--- src/design/assert_macros.svh ---
// ----------------------------------------------------------------------------
// Assertion macros
// Helpers for the buffer pool blocks.
// ----------------------------------------------------------------------------
`ifndef ASSERT_MACROS_SVH
`define ASSERT_MACROS_SVH

// same-cycle implication, checked at every rising edge outside reset
`define ASSERT_NOW(lbl, ante, cons) \
  lbl: assert property (@(posedge clk) disable iff (rst) (ante) |-> (cons)) \
    else $error("assertion failed: same-cycle check");

// next-cycle implication
`define ASSERT_NEXT(lbl, ante, cons) \
  lbl: assert property (@(posedge clk) disable iff (rst) (ante) |=> (cons)) \
    else $error("assertion failed: next-cycle check");

`endif

--- src/design/bplru_pkg.sv ---
// ----------------------------------------------------------------------------
// Buffer pool LRU manager package
// Command and status codes, field widths and sequencer states.
// ----------------------------------------------------------------------------
package bplru_pkg;

  localparam int CMD_W    = 2;
  localparam int BLK_W    = 13;
  localparam int STATUS_W = 2;
  localparam int SLOT_W   = 5;

  localparam int NUM_BLOCKS = 8192;

  localparam logic [CMD_W-1:0] CMD_ALLOC  = 2'd0;
  localparam logic [CMD_W-1:0] CMD_LOOKUP = 2'd1;
  localparam logic [CMD_W-1:0] CMD_DIRTY  = 2'd2;

  localparam logic [STATUS_W-1:0] ST_OK       = 2'd0;
  localparam logic [STATUS_W-1:0] ST_OOB      = 2'd1;
  localparam logic [STATUS_W-1:0] ST_NOT_HELD = 2'd2;

  typedef enum logic [1:0] {
    S_IDLE,
    S_SCAN,
    S_FINISH
  } state_t;

endpackage

--- src/design/bplru_ram.sv ---
// ----------------------------------------------------------------------------
// Generic RAM
// One write port, one read port with registered read data.
// ----------------------------------------------------------------------------
module bplru_ram #(
  parameter int WIDTH = 16,
  parameter int DEPTH = 32
) (
  input  logic                     clk,
  input  logic                     we,
  input  logic [$clog2(DEPTH)-1:0] waddr,
  input  logic [WIDTH-1:0]         wdata,
  input  logic [$clog2(DEPTH)-1:0] raddr,
  output logic [WIDTH-1:0]         rdata
);

  logic [WIDTH-1:0] mem [DEPTH];

  always_ff @(posedge clk) begin
    if (we) begin
      mem[waddr] <= wdata;
    end
    rdata <= mem[raddr];
  end

endmodule

--- src/design/buffer_pool_lru_manager.sv ---
// Buffer pool LRU manager. Each request (allocate, look up or mark dirty) is
// served by one sequential sweep over the slot table: tag and age live in two
// RAMs with registered read, and a single age incrementer and comparator
// examine one slot per cycle in S_SCAN. The result is registered in S_FINISH
// once the output register is free, after the sweep, or straight after
// S_IDLE with no sweep for a block number out of range; from S_FINISH the
// block returns to S_IDLE to accept the next request. The block takes no
// new request until the current one has been placed in the output register.
// Valid and dirty bits are flip-flops cleared by reset, so no clearing pass
// is needed.
// ----------------------------------------------------------------------------
// Buffer pool LRU manager
// Slot metadata with aging, free-slot or oldest-slot allocation, lookup and dirty marking.
// ----------------------------------------------------------------------------
`include "assert_macros.svh"

module buffer_pool_lru_manager #(
  parameter int NUM_SLOTS = 32,
  parameter int AGE_WIDTH = 16
) (
  input  logic        clk,
  input  logic        rst,
  input  logic        s_tvalid,
  output logic        s_tready,
  input  logic [15:0] s_tdata,   // [12:0] block_num, [15:13] zero
  input  logic [1:0]  s_tuser,   // [1:0] command
  output logic        m_tvalid,
  input  logic        m_tready,
  output logic [23:0] m_tdata    // [1:0] status, [6:2] slot_index,
                                 // [7] writeback_needed, [20:8] writeback_block
);

  localparam int IW = $clog2(NUM_SLOTS);
  localparam int CW = $clog2(NUM_SLOTS + 1);
  localparam int BW = bplru_pkg::BLK_W;

  bplru_pkg::state_t state, state_next;

  logic [bplru_pkg::CMD_W-1:0] cmd;
  logic [BW-1:0]               blk;
  logic                        oob;
  logic [CW-1:0]               idx;
  logic                        p_valid;
  logic [IW-1:0]               p_idx;
  logic                        found_free;
  logic [IW-1:0]               free_idx;
  logic [AGE_WIDTH-1:0]        best_age;
  logic [IW-1:0]               best_idx;
  logic [BW-1:0]               best_tag;
  logic                        hit;
  logic [IW-1:0]               hit_idx;
  logic [NUM_SLOTS-1:0]        slot_valid;
  logic [NUM_SLOTS-1:0]        slot_dirty;

  logic [bplru_pkg::STATUS_W-1:0] out_status;
  logic [bplru_pkg::SLOT_W-1:0]   out_slot;
  logic                           out_wb;
  logic [BW-1:0]                  out_wb_blk;

  logic                 accept;
  logic                 scan_last;
  logic                 out_free;
  logic                 finish;
  logic                 is_alloc;
  logic                 cur_valid;
  logic [AGE_WIDTH-1:0] rd_age;
  logic [BW-1:0]        rd_tag;
  logic [AGE_WIDTH-1:0] aged;
  logic [IW-1:0]        pick;
  logic [IW-1:0]        raddr;
  logic                 age_we;
  logic [IW-1:0]        age_waddr;
  logic [AGE_WIDTH-1:0] age_wdata;
  logic                 tag_we;
  logic                 in_oob;
  logic                 evict_dirty;

  bplru_ram #(.WIDTH(AGE_WIDTH), .DEPTH(NUM_SLOTS)) u_age_ram (
    .clk   (clk),
    .we    (age_we),
    .waddr (age_waddr),
    .wdata (age_wdata),
    .raddr (raddr),
    .rdata (rd_age)
  );

  bplru_ram #(.WIDTH(BW), .DEPTH(NUM_SLOTS)) u_tag_ram (
    .clk   (clk),
    .we    (tag_we),
    .waddr (pick),
    .wdata (blk),
    .raddr (raddr),
    .rdata (rd_tag)
  );

  assign in_oob    = {1'b0, s_tdata[BW-1:0]} >= (BW+1)'(bplru_pkg::NUM_BLOCKS);
  assign accept    = s_tvalid && s_tready;
  assign scan_last = (idx == CW'(NUM_SLOTS)) && p_valid;
  assign out_free  = !m_tvalid || m_tready;
  assign finish    = (state == bplru_pkg::S_FINISH) && out_free;
  assign is_alloc  = (cmd == bplru_pkg::CMD_ALLOC);
  assign cur_valid = slot_valid[p_idx];
  assign aged      = (cur_valid && is_alloc && (rd_age != {AGE_WIDTH{1'b1}}))
                     ? rd_age + AGE_WIDTH'(1) : rd_age;
  assign pick      = found_free ? free_idx : best_idx;
  assign raddr     = idx[IW-1:0];
  assign evict_dirty = !found_free && slot_dirty[best_idx];

  always_comb begin
    state_next = state;
    unique case (state)
      bplru_pkg::S_IDLE: begin
        if (accept) begin
          state_next = in_oob ? bplru_pkg::S_FINISH : bplru_pkg::S_SCAN;
        end
      end
      bplru_pkg::S_SCAN: begin
        if (scan_last) begin
          state_next = bplru_pkg::S_FINISH;
        end
      end
      bplru_pkg::S_FINISH: begin
        if (out_free) begin
          state_next = bplru_pkg::S_IDLE;
        end
      end
      default: state_next = bplru_pkg::S_IDLE;
    endcase
  end

  always_comb begin
    s_tready  = (state == bplru_pkg::S_IDLE);
    age_we    = 1'b0;
    age_waddr = p_idx;
    age_wdata = aged;
    tag_we    = 1'b0;
    if ((state == bplru_pkg::S_SCAN) && p_valid && is_alloc && cur_valid) begin
      age_we = 1'b1;
    end
    if (finish && !oob && is_alloc) begin
      age_we    = 1'b1;
      age_waddr = pick;
      age_wdata = '0;
      tag_we    = 1'b1;
    end
  end

  always_ff @(posedge clk) begin
    if (rst) begin
      state      <= bplru_pkg::S_IDLE;
      slot_valid <= '0;
      slot_dirty <= '0;
      m_tvalid   <= 1'b0;
      p_valid    <= 1'b0;
    end else begin
      state <= state_next;
      if (finish) begin
        m_tvalid <= 1'b1;
      end else if (m_tready) begin
        m_tvalid <= 1'b0;
      end
      unique case (state)
        bplru_pkg::S_IDLE: begin
          cmd        <= s_tuser;
          blk        <= s_tdata[BW-1:0];
          oob        <= in_oob;
          idx        <= '0;
          p_valid    <= 1'b0;
          found_free <= 1'b0;
          hit        <= 1'b0;
        end
        bplru_pkg::S_SCAN: begin
          // issue the next read, process the slot read last cycle
          p_valid <= (idx != CW'(NUM_SLOTS));
          p_idx   <= idx[IW-1:0];
          if (idx != CW'(NUM_SLOTS)) begin
            idx <= idx + CW'(1);
          end
          if (p_valid) begin
            if (!cur_valid && !found_free) begin
              found_free <= 1'b1;
              free_idx   <= p_idx;
            end
            if (cur_valid && ((p_idx == '0) || (aged > best_age))) begin
              best_age <= aged;
              best_idx <= p_idx;
              best_tag <= rd_tag;
            end
            if (cur_valid && (rd_tag == blk) && !hit) begin
              hit     <= 1'b1;
              hit_idx <= p_idx;
            end
          end
        end
        bplru_pkg::S_FINISH: begin
          if (out_free) begin
            priority if (oob) begin
              out_status <= bplru_pkg::ST_OOB;
              out_slot   <= '0;
              out_wb     <= 1'b0;
              out_wb_blk <= '0;
            end else if (is_alloc) begin
              out_status        <= bplru_pkg::ST_OK;
              out_slot          <= bplru_pkg::SLOT_W'(pick);
              out_wb            <= evict_dirty;
              out_wb_blk        <= evict_dirty ? best_tag : '0;
              slot_valid[pick]  <= 1'b1;
              slot_dirty[pick]  <= 1'b0;
            end else if (hit) begin
              out_status <= bplru_pkg::ST_OK;
              out_slot   <= bplru_pkg::SLOT_W'(hit_idx);
              out_wb     <= 1'b0;
              out_wb_blk <= '0;
              if (cmd == bplru_pkg::CMD_DIRTY) begin
                slot_dirty[hit_idx] <= 1'b1;
              end
            end else begin
              out_status <= bplru_pkg::ST_NOT_HELD;
              out_slot   <= '0;
              out_wb     <= 1'b0;
              out_wb_blk <= '0;
            end
          end
        end
        default: begin
        end
      endcase
    end
  end

  assign m_tdata = {3'b000, out_wb_blk, out_wb, out_slot, out_status};

  `ASSERT_NOW(a_fail_slot_zero, m_tvalid && (out_status != bplru_pkg::ST_OK), out_slot == '0)
  `ASSERT_NOW(a_wb_on_alloc_only, m_tvalid && out_wb, out_status == bplru_pkg::ST_OK)
  `ASSERT_NEXT(a_busy_after_accept, accept, !s_tready)
  `ASSERT_NOW(a_scan_bound, state == bplru_pkg::S_SCAN, idx <= CW'(NUM_SLOTS))

endmodule
--- config.mk ---
export PLATFORM = sky130hd
export DESIGN_NAME = buffer_pool_lru_manager
export DESIGN_NICKNAME = d
export VERILOG_FILES = /design/src/design/bplru_pkg.sv /design/src/design/bplru_ram.sv /design/src/design/buffer_pool_lru_manager.sv
export VERILOG_INCLUDE_DIRS = /design/src /design/src/design
export SDC_FILE = /design/constraint.sdc
export NUM_CORES = 1
export LEC_CHECK = 0
export ABC_AREA = 1
export BUFFER_PORTS_ARGS = -buffer_cell sky130_fd_sc_hd__buf_2
export CAP_MARGIN = 10
export CORE_ASPECT_RATIO = 1.1
export CORE_UTILIZATION = 30
export DETAILED_ROUTE_END_ITERATION = 8
export REMOVE_ABC_BUFFERS = 1
export SYNTH_ARGS = -nofsm -noshare
export SYNTH_HDL_FRONTEND = slang
export SYNTH_SLANG_ARGS = --single-unit
--- constraint.sdc ---
create_clock -name clk -period 5.4 [get_ports clk]
set_clock_uncertainty 0.15 [all_clocks]
set_input_delay 0.54 -clock clk [delete_from_list [all_inputs] [get_ports clk]]
set_output_delay 0.54 -clock clk [all_outputs]
set_load 0.01 [all_outputs]
**Yosys cells after proc, flatten, opt, wreduce, memory -nomap -nowiden**

Memory sizes are Yosys's and may differ from the RTL's. A register that Yosys moved wholly into a read port is not among the register bits.
Cells that the tools add are included.

- Memories: 2
- Register bits: 161
- Word-level logic and storage cells: 135
- Bits in writable memories: 928
- Input bits: 22
- Output and inout bits: 26

- Reductions and logical operators: 42
- Bitwise operators: 7
- $lt $le $gt $ge: 7
- $add $sub $neg: 2
- Muxes and demuxes: 40
- Equal/unequal tests: 14

Memory list:

| memory | depth | bits a word | rd ports | clocked after Yosys merged registers in | wr ports | RTL line | RTL |
|---|---|---|---|---|---|---|---|
| u_age_ram.mem | 32 | 16 | 1 | 1 | 1 | bplru_ram.sv:17 | `logic [WIDTH-1:0] mem [DEPTH];` |
| u_tag_ram.mem | 32 | 13 | 1 | 1 | 1 | bplru_ram.sv:17 |  |

Operator list:

| operator | count |
|---|---|
| $mux 32 | 3 |
| $or 32x32->32 | 2 |
| $and 32x32->32 | 1 |
| $mux 16 | 2 |
| $not 32->32 | 1 |
| $lt 5x6->1 const B | 4 |
| $reduce_and 4->1 | 6 |
| $mux 5 | 4 |
| $mux 1 | 17 |
| $add 16x1->16 const B | 1 |
| $gt 16x16->1 | 1 |
| $logic_and 1x1->1 | 16 |
| $ne 16x16->1 const B | 1 |
| $eq 13x13->1 | 1 |
| $pmux 6 s2 | 1 |
| $reduce_and 3->1 | 4 |
| $bmux 1 s5 | 2 |
| $demux 1 s5 | 2 |
| $ge 5x1->1 const B | 2 |
| $mux 2 | 4 |
| $ne 2x1->1 const B | 4 |
| $reduce_bool 2->1 | 4 |
| $add 6x1->6 const B | 1 |
| $eq 6x6->1 const B | 1 |
| other kinds (14) | 27 |

**Depth between registers and ports, before layout**

Gate-level depths: netlist of the first run.

- Depth after elaboration: 9
- Depth in mapped cells: 24

**By module**

Synthesis of the first run repeated with hierarchy kept, for this count alone.

- Cell total of the unflattened synthesis: 4226
- Area total of the unflattened synthesis: 46509.6 µm²

By module, submodules not included:

| module | area each (µm²) | cells an instance | instances |
|---|---|---|---|
| bplru_ram (u_age_ram) | 21301.7 | 1794 | 1 |
| bplru_ram (u_tag_ram) | 17140.2 | 1466 | 1 |
| buffer_pool_lru_manager | 8067.7 | 966 | 1 |

**Worst setup path before layout of the first run**

No wires, ideal clock.

- Path kind: reg-to-reg
- Start point: register p_idx[0]
- End point: register best_age[0], enable pin
- Stages on the path, launching flop included: 25
- Setup slack: 967 ps
- Setup time: 425 ps
- Arrival time: 3858 ps
- Cells stage by stage: edfxtp_1 buf_6 inv_4 buf_6 nand2_1 nand3_1 nand3_1 nand2_1 nand2_1 nand2_1 nand2_1 nand2_2 buf_4 nand4_1 nand2_1 inv_1 ha_1 nand2_1 o21ai_0 nand2_1 o211ai_1 nand2_1 nand2_1 a22oi_1 nor2_1

- Longest elaborated chain between the ends: 9

Ends and longest elaborated chain:

| what | RTL line | RTL |
|---|---|---|
| start: declaration | buffer_pool_lru_manager.sv:44 | `logic [IW-1:0] p_idx;` |
| start signal: assignment | buffer_pool_lru_manager.sv:175 | `p_idx <= idx[IW-1:0];` |
| $bmux 1 s5 | buffer_pool_lru_manager.sv:102 | `assign cur_valid = slot_valid[p_idx];` |
| $mux 1 (not written as such) | buffer_pool_lru_manager.sv:102 |  |
| $logic_and 1x1->1 (2 in a row) | buffer_pool_lru_manager.sv:103 | `assign aged = (cur_valid && is_alloc && (rd_age != {AGE_WIDTH{1'b1}}))` |
| $mux 16 | buffer_pool_lru_manager.sv:104 | `? rd_age + AGE_WIDTH'(1) : rd_age;` |
| via aged[3] | buffer_pool_lru_manager.sv:68 | `logic [AGE_WIDTH-1:0] aged;` |
| $gt 16x16->1 | buffer_pool_lru_manager.sv:184 | `if (cur_valid && ((p_idx == '0) \|\| (aged > best_age))) begin` |
| $logic_or 1x1->1 | buffer_pool_lru_manager.sv:184 |  |
| $logic_and 1x1->1 | buffer_pool_lru_manager.sv:184 |  |
| $reduce_and 4->1 (no source line) | -- |  |
| end signal: assignment | buffer_pool_lru_manager.sv:185 | `best_age <= aged;` |
| end: declaration | buffer_pool_lru_manager.sv:47 | `logic [AGE_WIDTH-1:0] best_age;` |

The timed path passes the listed nets, and every way through them passes these cells. The select of a mux whose other input is x is not followed.
A chain may end at the register's enable or synchronous reset.

**Worst setup path in the final report of the first run**

- Start point: register p_idx[0]
- End point: register best_tag[9], enable pin

- Longest elaborated chain between the ends: 9

Ends and longest elaborated chain:

| what | RTL line | RTL |
|---|---|---|
| $bmux 1 s5 | buffer_pool_lru_manager.sv:102 |  |
| $mux 1 (not written as such) | buffer_pool_lru_manager.sv:102 |  |
| $logic_and 1x1->1 (2 in a row) | buffer_pool_lru_manager.sv:103 |  |
| $mux 16 | buffer_pool_lru_manager.sv:104 |  |
| via aged[7] | buffer_pool_lru_manager.sv:68 |  |
| $gt 16x16->1 | buffer_pool_lru_manager.sv:184 |  |
| $logic_or 1x1->1 | buffer_pool_lru_manager.sv:184 |  |
| $logic_and 1x1->1 | buffer_pool_lru_manager.sv:184 |  |
| $reduce_and 4->1 (no source line) | -- |  |
| end signal: assignment | buffer_pool_lru_manager.sv:187 | `best_tag <= rd_tag;` |
| end: declaration | buffer_pool_lru_manager.sv:49 | `logic [BW-1:0] best_tag;` |

The timed path passes the listed nets, and every way through them passes these cells. The select of a mux whose other input is x is not followed.

==> metrics.md, run 1 <==
| Metric | Value |
|---|---|
| Outcome | complete, but fails checks |
| Failing checks | design-rule violations |
| Fin. max-slew vios | 0 |
| Final std cell area, no fill | 51000 µm² |
| Crit path capture type | flip-flop |
| Cell taking the most area after synthesis | edfxtp_1 |
| Routed Antenna Nets | 0 |
| Slowest CP cell | edfxtp_1 |
| Synth Register Bits | 1117 |
| RSZ-0062 raised after global routing | false |
| Die height | 406 µm |
| Post-synthesis mux area share | 0 |
| Core Area | 147000 µm² |
| Worst slew pin tran | 1.20 ns |
| Largest delay share family, worst path | simple AND/OR/NAND/NOR gates |
| Gates resized, CTS repair | 0 |
| CTS Root Cell | clkbuf_16 |
| CP arrival | 4.72 ns |
| Synth top area cells | edfxtp_1 (69%), nor2_1 (6.5%), o21ai_0 (5.6%) |
| Post-Syn Area per Cell | 12.1 µm² |
| TritonCTS Sinks | 1117 |
| Row cnt | 147 |
| Pre-Repair DR Iteration Count | 8 |
| Largest net degree at the start of global routing | 216 |
| Worst-path cell chain | inv_4 -> nand2_1 -> nand3_1 -> nand3_1 -> nand2_1 -> nand2_1 -> nand3_1 -> nand4_1 -> nand2_1 -> nand2_1 -> inv_1 -> ha_1 -> nand2_1 -> nor2_1 -> nand2_1 -> o211ai_1 -> nand2_1 -> nand2_1 -> a22oi_1 -> nor2_4 -> buf_12 |
| Post-CTS setup buffers | 0 |
| CTS buffer count | 111 |
| GP Congestion | 0.845 |
| Final cell utilization of the core | 0.348 |
| Seq/Total Area, Yosys | 0.732 |
| Final setup viols | 0 |
| CP bufs+invs | 3 |
| Xor/xnor share of the synthesized area | 0.00335 |
| Initial antenna violation count | 1 |
| Post-Route WL | 120000 µm |
| Most used cell, CP | nand2_1 |
| H-tree levels | 3 |
| Skew-Pair Late Insertion Delay | 0.72 ns |
| Period minus WS final | 4.46 ns |
| Tot GR Track Use | 0.156 |
| DP HPWL | 68700 µm |
| Critical Path Source Type | flip-flop |
| VDD IR max | 0.257 mV |
| Cts hold-fix bufs | 15 |
| Compound-Gate Fraction of Synth Area | 0.109 |
| Max_cap viols | 0 |
| First-pass GRT wire length | 176000 µm |
| Worst-path fanout max | 22 |
| Relative slew slack | 0.199 |
| Simple-Gate Fraction of Synth Area | 0.117 |
| Die width | 369 µm |
| Wire per inst | 20.7 µm |
| Adder-Cell Fraction of Synth Area | 0.00534 |
| Initial core utilization | 0.304 |
| # port buffers | 40 |
| Final routed DRC violation total | 12 |
| NumNets Final | 3788 |
| Area delta synth->final | 14.6% |
| # IOs | 48 |
| Starting DRT DRC Count | 3028 |
| Post-synth cell types | 46 |
| Clk buf depth | 3 |
| Async SR Flop Fraction | 0 |
| Worst hold path class | in2reg |
| Mapped Cells | 3673 |
| Clk pin slew, worst setup/hold paths | 0.06 ns |
| Fmax | 224 MHz |
| Leakage power | 17.0 nW |
| Hold Fails Final Rpt | 0 |
| Pwr/cell area | 381 nW/µm² |
| Layout cell share with drive strength beyond 1 | 0.101 |
| Post-route clock period utilization | 0.826 |
| Vias in the first global route | 27379 |
| Ys flop type | edfxtp_1 |
| Mapped Area | 44500 µm² |
| EDFF count, synth | 1020 |
| Sequential cell area | 32600 µm² |
| Die area | 150000 µm² |
| Worst endpoint required time | 5.66 ns |
| Ys Warns | 0 |
| PnR worst setup slack | 0.939 ns |
| CTS tree | built |
| Filler instances | 14242 |
| Placed cell area | 47300 µm² |
| Total grt overflow | 0 |
| Area of the multi-input gates | 10500 µm² |
| DP Worst Slack | 0.917 ns |
| Top-area cell type share of the netlist area | 0.688 |
| Kind of critical path | reg2reg |
| Largest family of logic cells by synthesized area | simple AND/OR/NAND/NOR gates |
| Max incr delay on CP | 0.89 ns |
| DR vias/cell | 5.01 |
| Vias post-DR | 28989 |
-- sequential cells by signal, summed over array words and instances, names as in the netlist, 6 cells and up --
signal	count
best_age	16
best_tag	13
blk	13
idx	6
out_wb_blk	13
slot_dirty	32
slot_valid	32
u_age_ram.mem	512
u_age_ram.rdata	16
u_tag_ram.mem	416
u_tag_ram.rdata	13
-- Yosys cell counts (29+ instances only) --
library cell and count:
o22ai_1 218, clkbuf_1 122, dfxtp_1 97, nand2_1 357, buf_2 68, nand3_1 79
o21ai_0 495, nor2_1 770, nand4_1 38, inv_1 121, a21oi_1 64, a211oi_1 29
edfxtp_1 1020
-- kinds of logic after synthesis --
kind of cell,count (synthesis)
compound gates,869
xor+xnor,17
fa+ha+maj,19
buf+inv,354
flops,1117
other cells,1
simple gates,1296
-- cells in the final DEF, fill, tap and decap left out, drive strengths merged, types with 2 or more instances in the layout --
cell type,count
a211oi,29
a21oi,64
a22o,4
a22oi,2
a31oi,2
buf,157
bufinv,7
clkbuf,149
clkinv,51
clkinvlp,2
conb,4
dfxtp,97
dlygate4sd3,15
edfxtp,1020
ha,19
inv,142
nand2,363
nand3,79
nand4,38
nor2,784
nor3,21
nor3b,3
o21a,21
o21ai,520
o221ai,4
o22ai,218
or2,7
xor2,16
-- area by class of cell --
class,count,area share
clock inverters,62,0.0107
clock buffers,149,0.0595
flip-flops and latches,1117,0.639
multi-input cells,2205,0.206
inverters,140,0.0106
diodes,1,0.0000491
well taps,1937,0.0475
repair buffers,172,0.0266
-- power breakdown --
group | internal, mW | switching [mW] | leakage, nW
registers | 9.77 | 0.101 | 10.0
clock network | 4.29 | 3.32 | 1.75
logic | 0.477 | 1.48 | 5.22
-- through the flow --
stage / power [mW] / TNS (ns) / instances / hold WS (ns)
3_5_place_dp: 12.0 / 0 / 5556 / 0.298
4_1_cts: 19.6 / 0 / 5782 / 0.0736
5_1_grt: 20.1 / 0 / 5782 / 0.125
6_report: 19.4 / 0 / 5783 / 0.135
2_1_floorplan: 11.1 / -431.46 / 3462 / 0.258
3_3_place_gp: 12.0 / 0 / 5556 / 0.294
-- metal layers --
| layer | vias to the layer above | track usage | routed length, µm |
|---|---|---|---|
| met1 | 14427 | 0.211 | 51800 |
| met4 | 2 | 0.0522 | 3790 |
| li1 | 13360 | - | - |
| met3 | 181 | 0.0282 | 7960 |
| met5 | - | 0 | 8 |
| met2 | 1019 | 0.252 | 56300 |
-- worst paths after layout --
| path | from | endpoint | slack (ns) | cells past startpoint |
|---|---|---|---|---|
| worst max register to register | p_idx[0] | best_tag[9] | 0.94 | 21 |
| worst max-delay path | p_idx[0] | best_tag[9] | 0.94 | 21 |
| worst min register to register | slot_dirty[13] | slot_dirty[13] | 0.31 | 1 |
| worst min-delay path | m_tready | state[1] | 0.14 | 4 |
-- tightest hold or removal path, cell delays in order --
cell and delay [ns]:
buf_2 0.07, nor2_1 0.15, inv_1 0.12, o32ai_1 0.08
(Power assumes the default switching activity.)
==> run 2: changes to the inputs <==
--- a/config.mk
+++ b/config.mk
@@ -6,7 +6,7 @@
 export SDC_FILE = /design/constraint.sdc
 export NUM_CORES = 1
 export LEC_CHECK = 0
-export ABC_AREA = 1
+export ABC_AREA = 0
 export BUFFER_PORTS_ARGS = -buffer_cell sky130_fd_sc_hd__buf_2
 export CAP_MARGIN = 10
 export CORE_ASPECT_RATIO = 1.1
==> constraint.sdc (replaced) <==
create_clock -name clk -period 3.75 [get_ports clk]
set_clock_uncertainty 0.15 [all_clocks]
set_input_delay 0.375 -clock clk [delete_from_list [all_inputs] [get_ports clk]]
set_output_delay 0.375 -clock clk [all_outputs]
set_load 0.01 [all_outputs]
==> run 2 against run 1 <==
- the run ends with negative setup slack left
- clock power up 41%
- area after synthesis decreased by 2.0%
- final cell count decreased by 24%
- synthesized cell count fell by 42%
- register-to-register slack lost 1.2 ns
- first-iteration DRC count shrank 23%
- via count down 25%
- die area shrank 2.0%
- clock-buffer cell count is 14 lower
- flip-flop and latch count did not move
- sequential share of layout area down 0.66 points
- power increased by 36%
- critical endpoint is now best_tag[7]
- highest routed layer unchanged
==> metrics.md, run 2 <==
| Metric | Value |
|---|---|
| Tot GR Track Use | 0.140 (was 0.156) |
| Final routed DRC violation total | 0 (was 12) |
| Row cnt | 146 (was 147) |
| Final setup viols | 34 (was 0) |
| Vias in the first global route | 22488 (was 27379) |
| DP HPWL | 62400 µm (was 68700 µm) |
| TritonCTS Sinks | 1117 (unchanged) |
| CTS tree | built (unchanged) |
| Die height | 402 µm (was 406 µm) |
| EDFF count, synth | 1020 (unchanged) |
| VDD IR max | 0.411 mV (was 0.257 mV) |
| Biggest regs | u_age_ram.mem (512), u_tag_ram.mem (416) (unchanged) |
| GP Congestion | 0.817 (was 0.845) |
| Core Area | 144000 µm² (was 147000 µm²) |
| Mapped Cells | 2119 (was 3673) |
| Seq/Total Area, Yosys | 0.747 (was 0.732) |
| CTS Root Cell | clkbuf_16 (unchanged) |
| Worst-path cell chain | buf_12 -> mux2i_1 -> a22oi_1 -> a211o_1 -> nand4_1 -> buf_6 -> buf_6 -> nor3b_4 -> xnor2_2 -> ha_1 -> and3_4 -> a221o_1 -> a221o_1 -> o21bai_2 -> a2111oi_4 -> buf_6 -> buf_12 (was inv_4 -> nand2_1 -> nand3_1 -> nand3_1 -> nand2_1 -> nand2_1 -> nand3_1 -> nand4_1 -> nand2_1 -> nand2_1 -> inv_1 -> ha_1 -> nand2_1 -> nor2_1 -> nand2_1 -> o211ai_1 -> nand2_1 -> nand2_1 -> a22oi_1 -> nor2_4 -> buf_12) |
| Wire per inst | 23.4 µm (was 20.7 µm) |
| Crit path capture type | flip-flop (unchanged) |
| Ys flop type | edfxtp_1 (unchanged) |
| PnR worst setup slack | -0.311 ns (was 0.939 ns) |
| Area delta synth->final | 18.1% (was 14.6%) |
| Most common cell after layout, fill and taps aside | edfxtp_1 (unchanged) |
| Most flops, register | u_age_ram.mem (unchanged) |
| First-pass GRT wire length | 151000 µm (was 176000 µm) |
| Layout cell share with drive strength beyond 1 | 0.332 (was 0.101) |
| CP arrival | 4.40 ns (was 4.72 ns) |
| Synth Register Bits | 1117 (unchanged) |
| DP Worst Slack | -0.511 ns (was 0.917 ns) |
| Relative slew slack | 0.258 (was 0.199) |
| Ys Warns | 0 (unchanged) |
| Worst slew pin tran | 1.11 ns (was 1.20 ns) |
| Failing checks | negative setup slack (was design-rule violations) |
| Post-Route WL | 103000 µm (was 120000 µm) |
| GR Util met3 | 0.0285 (was 0.0282) |
| Busiest grt layer | met2 (unchanged) |
| Max_cap viols | 0 (unchanged) |
| Vias post-DR | 21668 (was 28989) |
| Fin. max-slew vios | 0 (unchanged) |
| Initial core utilization | 0.303 (was 0.304) |
| Routed Antenna Nets | 0 (unchanged) |
| Starting DRT DRC Count | 2346 (was 3028) |
| WHS | 0.121 ns (was 0.135 ns) |
| Mapped Area | 43600 µm² (was 44500 µm²) |
| TNS Setup | -10.33 ns (was 0 ns) |
| # port buffers | 40 (unchanged) |
| # IOs | 48 (unchanged) |
| H-tree levels | 3 (unchanged) |
| Clk buf depth | 3 (unchanged) |
| Total grt overflow | 0 (unchanged) |
| Commonest cells after routing, fill and taps aside | edfxtp_1 (1020), mux4_2 (299), buf_4 (184) (was edfxtp_1 (1020), nor2_1 (749), o21ai_0 (495)) |
| Most used cell, CP | buf_6 (was nand2_1) |
| Skew-Pair Late Insertion Delay | 0.73 ns (was 0.72 ns) |
| Worst-path fanout max | 18 (was 22) |
| Largest net degree at the start of global routing | 105 (was 216) |
| NumNets Final | 2433 (was 3788) |
| DR vias/cell | 4.91 (was 5.01) |
| Slowest CP cell | edfxtp_1 (unchanged) |
| Count leader, synth | edfxtp_1 (unchanged) |
| Max incr delay on CP | 0.41 ns (was 0.89 ns) |
| Post-Syn Area per Cell | 20.6 µm² (was 12.1 µm²) |
| Clk pin slew, worst setup/hold paths | 0.06 ns (about the same) |
| Initial antenna violation count | 10 (was 1) |
| Die width | 366 µm (was 369 µm) |
| Met2 Use GR | 0.234 (was 0.252) |
| Filler instances | 13072 (was 14242) |
| Async SR Flop Fraction | 0 (unchanged) |
| Top cells by count, synth | edfxtp_1 (1020), mux4_2 (299), dfxtp_1 (97), nor2_1 (95), a21oi_1 (61) (was edfxtp_1 (1020), nor2_1 (770), o21ai_0 (495), nand2_1 (357), o22ai_1 (218)) |
| Worst endpoint required time | 4.09 ns (was 5.66 ns) |
| Kind of critical path | reg2reg (unchanged) |
| Max FFs per register | 512 (unchanged) |
| Outcome | complete, but fails checks (unchanged) |
| Worst hold path class | in2reg (unchanged) |
| Synth top area cells | edfxtp_1 (70%), mux4_2 (15%), dfxtp_1 (4.5%) (was edfxtp_1 (69%), nor2_1 (6.5%), o21ai_0 (5.6%)) |
| Die area | 147000 µm² (was 150000 µm²) |
| Period minus WS final | 4.06 ns (was 4.46 ns) |
| Leakage power | 16.3 nW (was 17.0 nW) |
| Hold Fails Final Rpt | 0 (unchanged) |
| Post-route clock period utilization | 1.08 (was 0.826) |
| GR Util met1 | 0.184 (was 0.211) |
| Critical Path Source Type | flip-flop (unchanged) |
| Top-area cell type share of the netlist area | 0.702 (was 0.688) |
| RSZ-0062 raised after global routing | true (was false) |
| Pre-Repair DR Iteration Count | 5 (was 8) |
| Pwr/cell area | 515 nW/µm² (was 381 nW/µm²) |
| Post-synth cell types | 62 (was 46) |
| Fmax | 246 MHz (was 224 MHz) |
| Cell taking the most area after synthesis | edfxtp_1 (unchanged) |
| CTS buffer count | 107 (was 111) |
[run 2: routing by layer]
metal / routed length, µm / vias to the layer above
li1: - / 9257
met1: 42500 / 11508
met2: 51400 / 722
met3: 6530 / 177
met4: 2810 / 4
met5: 27 / -
[run 2: where the power goes]
group	switching [mW]	leakage (nW)	internal (mW)	total [mW]
registers	0.108	9.94	13.9	14.0
logic	1.07	4.61	0.783	1.85
clock network	4.72	1.70	5.94	10.7
total	5.90	16.3	20.6	26.5
[run 2: metrics by stage]
stage | utilization | instance area (µm²) | instances | power [mW]
2_1_floorplan | - | 43100 | 2016 | 15.5
3_3_place_gp | 0.331 | 47700 | 4183 | 16.0
3_5_place_dp | 0.331 | 47700 | 4183 | 16.1
4_1_cts | 0.357 | 51400 | 4404 | 26.8
5_1_grt | 0.357 | 51500 | 4409 | 27.3
6_report | 0.357 | 51500 | 4410 | 26.5
[run 2: area by class of cell]
class,count,area (µm²),share of cell area
Tap cell,1924,2410,0.0467
Inverter,25,93.8,0.00182
Clock inverter,67,628,0.0122
Clock buffer,135,2870,0.0558
Sequential cell,1117,32600,0.632
Antenna cell,1,2.50,0.0000486
Multi-Input combinational cell,874,10700,0.208
Timing Repair Buffer,267,2220,0.0430
[run 2: cells by family after synthesis]
kind of cell             Yosys count  synth area share
flip-flops                      1117             0.747
buffers and inverters            131            0.0145
AND/OR/NAND/NOR                  334            0.0380
XOR/XNOR                          26           0.00522
adder cells (fa/ha/maj)           19           0.00545
other                              1         0.0000860
AO/OA/AOI/OAI                    123            0.0185
multiplexers                     368             0.172
[run 2: worst paths after layout]
kind | startpoint | cells past startpoint | end | slack [ns]
worst max-delay path | p_idx[1] | 17 | best_tag[7] | -0.31
worst min-delay path | rst | 3 | state[0] | 0.12
worst max register to register | p_idx[1] | 17 | best_tag[7] | -0.31
worst min register to register | u_tag_ram.rdata[3] | 0 | best_tag[3] | 0.31
[run 2: what timing repair did]
item	in CTS	in global routing
gates resized for setup	13	10
setup buffers	1	4
pin swaps	4	4
endpoints found under the setup margin	34	34
hold buffers	17	0
endpoints found under the hold margin	18	0
cloned	1	0
[run 2: critical path: cells and delay by family, from the launching register on]
kind / cells / cell delay [ns]
mux: 1 / 0.15
buf+inv: 5 / 0.77
compound gates: 6 / 1.36
xor+xnor: 1 / 0.17
flops: 1 / 0.41
fa+ha+maj: 1 / 0.27
simple gates: 3 / 0.54
